<file path="src/design/qclt_pkg.sv">
package qclt_pkg;

  localparam int unsigned ByteW  = 8;
  localparam int unsigned CountW = 8;
  localparam int unsigned UsedW  = 16;

  localparam logic [ByteW-1:0] CharLf    = 8'h0A;
  localparam logic [ByteW-1:0] CharCr    = 8'h0D;
  localparam logic [ByteW-1:0] CharNul   = 8'h00;
  localparam logic [ByteW-1:0] CharTab   = 8'h09;
  localparam logic [ByteW-1:0] CharSpace = 8'h20;
  localparam logic [ByteW-1:0] CharBang  = 8'h21;
  localparam logic [ByteW-1:0] CharHash  = 8'h23;
  localparam logic [ByteW-1:0] CharQuote = 8'h22;

  typedef enum logic [2:0] {
    ST_BLANK  = 3'd0,
    ST_WORD   = 3'd1,
    ST_QUOTED = 3'd2,
    ST_SKIP   = 3'd3,
    ST_DONE   = 3'd4
  } state_t;

  typedef enum logic [2:0] {
    CL_BLANK,
    CL_NEWLINE,
    CL_COMMENT,
    CL_QUOTE,
    CL_OTHER
  } class_t;

  typedef enum logic [1:0] {
    END_NONE = 2'd0,
    END_DONE = 2'd1,
    END_DROP = 2'd2
  } end_t;

  typedef enum logic [1:0] {
    ERR_NONE  = 2'd0,
    ERR_QUOTE = 2'd1,
    ERR_EOL   = 2'd2
  } err_t;

  typedef struct packed {
    logic [ByteW-1:0] byte_in;
    logic             new_line;
  } item_t;

  typedef struct packed {
    logic              char_valid;
    logic [ByteW-1:0]  char_out;
    logic              token_first;
    logic [1:0]        token_end;
    logic              line_done;
    logic [1:0]        error_code;
    logic [CountW-1:0] token_count;
    logic [UsedW-1:0]  bytes_consumed;
  } result_t;

  function automatic class_t classify(input logic [ByteW-1:0] b);
    class_t c;
    c = CL_OTHER;
    if (b inside {CharLf, CharCr, CharNul}) c = CL_NEWLINE;
    else if (b inside {CharTab, CharSpace}) c = CL_BLANK;
    else if (b inside {CharBang, CharHash}) c = CL_COMMENT;
    else if (b == CharQuote) c = CL_QUOTE;
    return c;
  endfunction

endpackage

</file>
<file path="src/design/qclt_stream_if.sv">
interface qclt_stream_if #(
  parameter type payload_t = logic
);
  logic     valid;
  logic     ready;
  payload_t data;

  modport source(output valid, output data, input ready);
  modport sink(input valid, input data, output ready);
endinterface

</file>
<file path="src/design/qclt_core.sv">
module qclt_core (
  input  logic            clk,
  input  logic            rst,
  input  logic            step,
  input  qclt_pkg::item_t item,
  output qclt_pkg::result_t res
);
  import qclt_pkg::*;

  state_t            parse_state, parse_state_next;
  logic              token_open, token_open_next;
  err_t              error_status, error_status_next;
  logic [CountW-1:0] completed_tokens, completed_tokens_next;
  logic [UsedW-1:0]  consumed_count, consumed_count_next;

  class_t cls;
  logic   cv, first, active;
  end_t   tend;

  assign cls = classify(item.byte_in);

  always_comb begin
    parse_state_next      = parse_state;
    token_open_next       = token_open;
    error_status_next     = error_status;
    completed_tokens_next = completed_tokens;
    consumed_count_next   = consumed_count;
    cv   = 1'b0;
    first = 1'b0;
    tend = END_NONE;

    // new_line drops the old token, then this byte starts the fresh line
    if (item.new_line) begin
      if (token_open) tend = END_DROP;
      parse_state_next      = ST_BLANK;
      token_open_next       = 1'b0;
      error_status_next     = ERR_NONE;
      completed_tokens_next = '0;
      consumed_count_next   = '0;
    end

    active = (parse_state_next == ST_BLANK) || (parse_state_next == ST_WORD) ||
             (parse_state_next == ST_QUOTED) || (parse_state_next == ST_SKIP);

    if (active && (consumed_count_next != {UsedW{1'b1}}))
      consumed_count_next = consumed_count_next + UsedW'(1);

    case (parse_state_next)
      ST_SKIP: begin
        if (cls == CL_NEWLINE) parse_state_next = ST_DONE;
      end
      ST_BLANK: begin
        case (cls)
          CL_COMMENT: parse_state_next = ST_SKIP;
          CL_NEWLINE: parse_state_next = ST_DONE;
          CL_QUOTE:   parse_state_next = ST_QUOTED;
          CL_OTHER: begin
            cv = 1'b1;
            first = 1'b1;
            token_open_next  = 1'b1;
            parse_state_next = ST_WORD;
          end
          default: ;
        endcase
      end
      ST_WORD: begin
        if (cls == CL_OTHER) begin
          cv = 1'b1;
        end else if (cls == CL_QUOTE) begin
          error_status_next = ERR_QUOTE;
          tend = END_DROP;
          token_open_next  = 1'b0;
          parse_state_next = ST_SKIP;
        end else begin
          tend = END_DONE;
          token_open_next = 1'b0;
          if (completed_tokens_next != {CountW{1'b1}})
            completed_tokens_next = completed_tokens_next + CountW'(1);
          if (cls == CL_BLANK) parse_state_next = ST_BLANK;
          else if (cls == CL_NEWLINE) parse_state_next = ST_DONE;
          else parse_state_next = ST_SKIP;
        end
      end
      ST_QUOTED: begin
        if (cls == CL_NEWLINE) begin
          error_status_next = ERR_EOL;
          if (token_open_next) tend = END_DROP;
          token_open_next  = 1'b0;
          parse_state_next = ST_DONE;
        end else if (cls == CL_QUOTE) begin
          // empty quotes never opened a token, so nothing completes
          if (token_open_next) begin
            tend = END_DONE;
            if (completed_tokens_next != {CountW{1'b1}})
              completed_tokens_next = completed_tokens_next + CountW'(1);
          end
          token_open_next  = 1'b0;
          parse_state_next = ST_BLANK;
        end else begin
          cv = 1'b1;
          if (!token_open_next) first = 1'b1;
          token_open_next = 1'b1;
        end
      end
      default: ;
    endcase

    res.char_valid     = cv;
    res.char_out       = cv ? item.byte_in : '0;
    res.token_first    = first;
    res.token_end      = tend;
    res.line_done      = !((parse_state_next == ST_BLANK) || (parse_state_next == ST_WORD) ||
                           (parse_state_next == ST_QUOTED) || (parse_state_next == ST_SKIP));
    res.error_code     = error_status_next;
    res.token_count    = completed_tokens_next;
    res.bytes_consumed = consumed_count_next;
  end

  always_ff @(posedge clk) begin
    if (rst) begin
      parse_state      <= ST_BLANK;
      token_open       <= 1'b0;
      error_status     <= ERR_NONE;
      completed_tokens <= '0;
      consumed_count   <= '0;
    end else if (step) begin
      parse_state      <= parse_state_next;
      token_open       <= token_open_next;
      error_status     <= error_status_next;
      completed_tokens <= completed_tokens_next;
      consumed_count   <= consumed_count_next;
    end
  end

endmodule

</file>
<file path="src/design/quoted_command_line_tokenizer.sv">
// Command line tokenizer, one byte per item.
// cmd (sink): byte_in and new_line. Bytes are classed as newline, blank,
//   comment mark, double quote or other; new_line clears the parser before
//   its byte is handled.
// tok (source): one result item per byte: streamed token character with
//   first mark, token completed/discarded mark, done flag, sticky error,
//   token count and consumed byte count.
// Path: an accepted item is held in the input register, then runs through
//   the parser into the result register and is offered on tok from then on.
// Throughput: one item per cycle while tok takes results; the parser state
//   update is combinational logic between the input and result registers.
// Reset (rst, synchronous): parser state, counters and both valid flags
//   clear; cmd.ready is held low during reset and rises once reset drops.
// Stall: while tok is not taken the result register holds; the input
//   register still takes one more item, then cmd.ready drops until the
//   result leaves.
module quoted_command_line_tokenizer (
  input logic          clk,
  input logic          rst,
  qclt_stream_if.sink   cmd,
  qclt_stream_if.source tok
);
  import qclt_pkg::*;

  logic    in_valid;
  item_t   in_item;
  logic    out_valid;
  result_t out_res;
  result_t step_res;
  logic    advance;

  assign advance   = in_valid && (!out_valid || tok.ready);
  assign cmd.ready = !rst && (!in_valid || advance);
  assign tok.valid = out_valid;
  assign tok.data  = out_res;

  qclt_core u_core (
    .clk  (clk),
    .rst  (rst),
    .step (advance),
    .item (in_item),
    .res  (step_res)
  );

  always_ff @(posedge clk) begin
    if (rst) begin
      in_valid <= 1'b0;
    end else if (cmd.ready) begin
      in_valid <= cmd.valid;
    end
  end

  always_ff @(posedge clk) begin
    if (cmd.ready && cmd.valid) in_item <= cmd.data;
  end

  always_ff @(posedge clk) begin
    if (rst) begin
      out_valid <= 1'b0;
    end else if (advance) begin
      out_valid <= 1'b1;
    end else if (tok.ready) begin
      out_valid <= 1'b0;
    end
  end

  always_ff @(posedge clk) begin
    if (advance) out_res <= step_res;
  end

`ifndef SYNTHESIS
  a_advance_fills: assert property (@(posedge clk) disable iff (rst)
    advance |=> out_valid)
    else $error("parsed item did not reach result register");

  a_input_holds: assert property (@(posedge clk) disable iff (rst)
    (in_valid && !advance) |=> (in_valid && $stable(in_item)))
    else $error("waiting input item lost or changed");

  a_no_char_fields: assert property (@(posedge clk) disable iff (rst)
    (out_valid && !out_res.char_valid) |-> (out_res.char_out == '0 && !out_res.token_first))
    else $error("character fields set without a character");

  a_eol_done: assert property (@(posedge clk) disable iff (rst)
    (out_valid && out_res.error_code == ERR_EOL) |-> out_res.line_done)
    else $error("end of line error without done");
`endif

endmodule

</file>
<file path="src/flat_wrapper.sv">
// flat-port wrapper written by rule: the top's interface ports become plain ports
module quoted_command_line_tokenizer_flat import qclt_pkg::*;
  (clk, rst, cmd_valid, cmd_data, cmd_ready, tok_valid, tok_data, tok_ready);
  qclt_stream_if #(.payload_t(item_t)) cmd_i ();
  qclt_stream_if #(.payload_t(result_t)) tok_i ();
  input logic clk;
  input logic rst;
  input wire logic [$bits(cmd_i.valid)-1:0] cmd_valid;
  input wire logic [$bits(cmd_i.data)-1:0] cmd_data;
  output wire logic [$bits(cmd_i.ready)-1:0] cmd_ready;
  output wire logic [$bits(tok_i.valid)-1:0] tok_valid;
  output wire logic [$bits(tok_i.data)-1:0] tok_data;
  input wire logic [$bits(tok_i.ready)-1:0] tok_ready;
  assign cmd_i.valid = cmd_valid;
  assign cmd_i.data = cmd_data;
  assign cmd_ready = cmd_i.ready;
  assign tok_valid = tok_i.valid;
  assign tok_data = tok_i.data;
  assign tok_i.ready = tok_ready;
  quoted_command_line_tokenizer u_core (.clk(clk), .rst(rst), .cmd(cmd_i), .tok(tok_i));
endmodule
</file>
<file path="config.mk">
export PLATFORM = sky130hd
export DESIGN_NAME = quoted_command_line_tokenizer_flat
export DESIGN_NICKNAME = d
export VERILOG_FILES = /design/src/design/qclt_pkg.sv /design/src/design/qclt_stream_if.sv /design/src/design/qclt_core.sv /design/src/design/quoted_command_line_tokenizer.sv /design/src/flat_wrapper.sv
export SDC_FILE = /design/constraint.sdc
export NUM_CORES = 1
export LEC_CHECK = 0
export BUFFER_PORTS_ARGS = -buffer_cell sky130_fd_sc_hd__buf_2
export CAP_MARGIN = 20
export CORE_ASPECT_RATIO = 0.8
export CORE_MARGIN = 2
export CORE_UTILIZATION = 52
export CTS_CLUSTER_SIZE = 25
export DETAILED_ROUTE_END_ITERATION = 10
export PLACE_DENSITY_LB_ADDON = 0.15
export SLEW_MARGIN = 20
export SYNTH_ARGS = -nofsm -noshare
export SYNTH_HDL_FRONTEND = slang
export SYNTH_SLANG_ARGS = --single-unit
</file>
<file path="constraint.sdc">
create_clock -name clk -period 2.7 [get_ports clk]
set_input_delay 0.405 -clock clk [delete_from_list [all_inputs] [get_ports clk]]
set_output_delay 0.405 -clock clk [all_outputs]
set_load 0.1 [all_outputs]
</file>
==> results by group <==
Outcome
  – Status: finished clean

Drt
  – Initial DRC count: 159
  – Number of detailed-route iterations in the first pass: 5
  – Vias: 3,268
  – DRC: 0
  – DRT antenna net count: 0
  – Final wirelength: 8780 um
  – WL/cell: 15.4 um
  – Vias per inst: 5.74

Setup path
  – Critical Path Source Type: register
  – Critical path type: reg2reg
  – Critical Path Fanout Max: 7
  – CP endpoint kind: register
  – Worst reg2reg setup slack: 0.16 ns
  – WP data required: 2.79 ns
  – CP Data Arrival Time: 2.62 ns

Placement
  – Gp weighted congestion: 0.862
  – Pre-CTS WS: 0.218 ns
  – DP Area: 4420 um2
  – PortBufs: 53
  – Detailed placement HPWL: 5930 um

Die
  – Die area: 8420 um2
  – Core box area: 7430 um2
  – Ports: 54
  – Row count: 28
  – Die height: 82.5 um
  – Overall die width: 102 um
  – Initial Util: 53.9%

Clocking
  – Sink Count: 80
  – Postcts setup bufs: 0
  – CTS Root Cell: clkbuf_8
  – Skew-Pair Late Insertion Delay: 0.35 ns
  – Clock Tree Buf Depth: 2
  – CTS Buf Count: 9
  – Htree depth: 3
  – CTS tree: built
  – Clock slew at reported path FFs: 0.08 ns

STA
  – Setup TNS Final: 0 ns
  – Highest clock rate: 394 MHz
  – Slew @ Worst Pin: 0.491 ns
  – Rel. slew slack: 67.5%
  – Hold Vio Cnt, Final: 0
  – Crit share post-route: 94.0%
  – RSZ-0062 raised after global routing: true
  – Setup-failing EPs final: 0
  – Clock skew: 0.00959 ns
  – Pins Over Slew Limit: 0
  – Post-layout min period: 2.54 ns
  – Setup ws final: 0.163 ns

Power and ir drop
  – Peak VDD IR: 0.000322 V
  – Total power: 2640 uW
  – Lkg Pwr: 0.00167 uW
  – PwrDens: 571 nW/um2

Yosys
  – Post-Synthesis Net Count: 418
  – Yosys cell types: 68
  – Syn_area_per_cell: 9.94 um2
  – Post-synthesis cell area: 4010 um2
  – Seq/Total Area, Yosys: 52.0%
  – Number of synthesized flops with an enable pin: 48
  – Yosys reg bits: 80
  – Synth Flop Type: edfxtp_1
  – Ys Warns: 0
  – Synth Instances: 403
  – Async SR Flop Fraction: 0%

Layout
  – Fraction of layout instances using a drive strength above 1: 21.3%
  – Post-layout nets: 476
  – Finished Cell Area: 4630 um2
  – Number of diodes: 0
  – Area Growth Syn to Fin: 15.5%

Global route
  – Vias in the first global route: 2,844
  – Grt ovf: 0
  – Global Route Usage Sum: 21.6%
  – Largest net degree at the start of global routing: 35
  – First-pass GRT wire length: 14,000 um
  – Initial antenna violation count: 0

Job
  – Max-Cap Viols: 0

Hold path
  – Hold Path Class: in2reg
==> what timing repair did <==
action	in CTS	in global routing
resized for setup	0	2
endpoints found under the hold margin	0	0
setup endpoints to repair	0	3
hold buffers	0	0
==> cells in the mapped netlist (all sizes together) (3+ instances only) <==
cell,number,share of area (%)
xnor2,15,3.3
inv,9,0.84
a31oi,12,1.9
and3,7,1.1
edfxtp,48,36
nand4,9,1.9
nor2b,20,3.1
and4,5,1.2
or3,11,1.7
nand2,32,3.1
o21a,3,0.56
nor3,13,1.7
nor4,4,0.94
nor2,45,4.3
nand2b,3,0.47
o21ai,19,2.4
buf,6,1.0
o211ai,4,0.75
nor4b,3,1.2
a21oi,32,4.1
clkbuf,13,1.2
xor2,3,0.66
nand3,16,2.0
dfxtp,32,16
and2,3,0.47
==> registers in the layout, summed over array words and instances (netlist names) <==
name / count
u_core.tok.data: 39
u_core.u_core.consumed_count: 16
u_core.in_item: 9
u_core.u_core.completed_tokens: 8
u_core.u_core.parse_state: 3
u_core.u_core.error_status: 2
u_core.in_valid: 1
u_core.tok.valid: 1
u_core.u_core.token_open: 1
==> worst max-delay path, stage by stage (launching register included) <==
cell	delay (ns)
edfxtp_1	0.52
nor2b_1	0.31
ha_1	0.30
and4_1	0.27
nand3_1	0.24
and4_1	0.27
o21ai_0	0.18
xnor2_1	0.17
==> cells by family (layout without fill, tap and decap cells) <==
group / Yosys count / count (layout) / share of synthesized area, %
simple gates: 180 / 180 / 25.3
compound gates: 92 / 92 / 14.3
flops: 80 / 80 / 52.0
buf+inv: 28 / 89 / 3.09
xor+xnor: 18 / 18 / 3.94
mux: 3 / 3 / 0.812
fa+ha+maj: 2 / 2 / 0.625
==> layout make-up <==
type	instances	area, um2
multi-input combinational	295	1820
inverter	9	33.8
timing repair buffer	66	363
fill	630	2800
tap	105	131
sequential	80	2080
clock buffer	11	131
clock inverter	3	68.8
==> metrics by stage <==
step,util [%],hold WS (ns),instances
detailed placement,59.6,0.475,555
finish,62.3,0.220,569
CTS,62.2,0.207,569
floorplan,-,0.449,403
global route,62.3,0.208,569
global placement,59.6,0.458,555
==> where the power goes <==
group / switching [uW] / internal, uW
Combinational: 289 / 62.7
Sequential: 24.4 / 1330
Clock: 417 / 513
Total: 731 / 1910
==> routing by layer <==
metal,wire length [um],track usage (%)
met3,499,5.05
met5,0,0
met4,95,6.00
met2,3950,32.7
met1,4240,31.2
==> cells in the final DEF (no fill, tap or decap), types with 4 or more instances in the layout <==
master / synthesis / final
a21oi_1: 31 / 30
a31oi_1: 12 / 12
and3_1: 6 / 6
and4_1: 4 / 4
buf_2: 2 / 53
buf_4: 0 / 13
clkbuf_8: 0 / 9
dfxtp_1: 32 / 31
edfxtp_1: 48 / 48
inv_1: 9 / 8
nand2_1: 31 / 31
nand3_1: 16 / 16
nand4_1: 7 / 7
nor2_1: 43 / 43
nor2b_1: 20 / 20
nor3_1: 12 / 12
o211ai_1: 4 / 4
o21ai_0: 18 / 18
or3_1: 11 / 11
xnor2_1: 15 / 15
==> path summary, 6_finish.rpt <==
check	start	endpoint	cells after the start
max	u_core.in_item[0]$_DFFE_PP_	u_core.tok.data[19]$_DFFE_PP_	7
min reg2reg	u_core.u_core.error_status[0]$_SDFFE_PP0P_	u_core.u_core.error_status[0]$_SDFFE_PP0P_	2
max reg2reg	u_core.in_item[0]$_DFFE_PP_	u_core.tok.data[19]$_DFFE_PP_	7
min	cmd_data[0]	u_core.in_item[0]$_DFFE_PP_	1
Note: power is estimated with default switching activity, not from simulation.
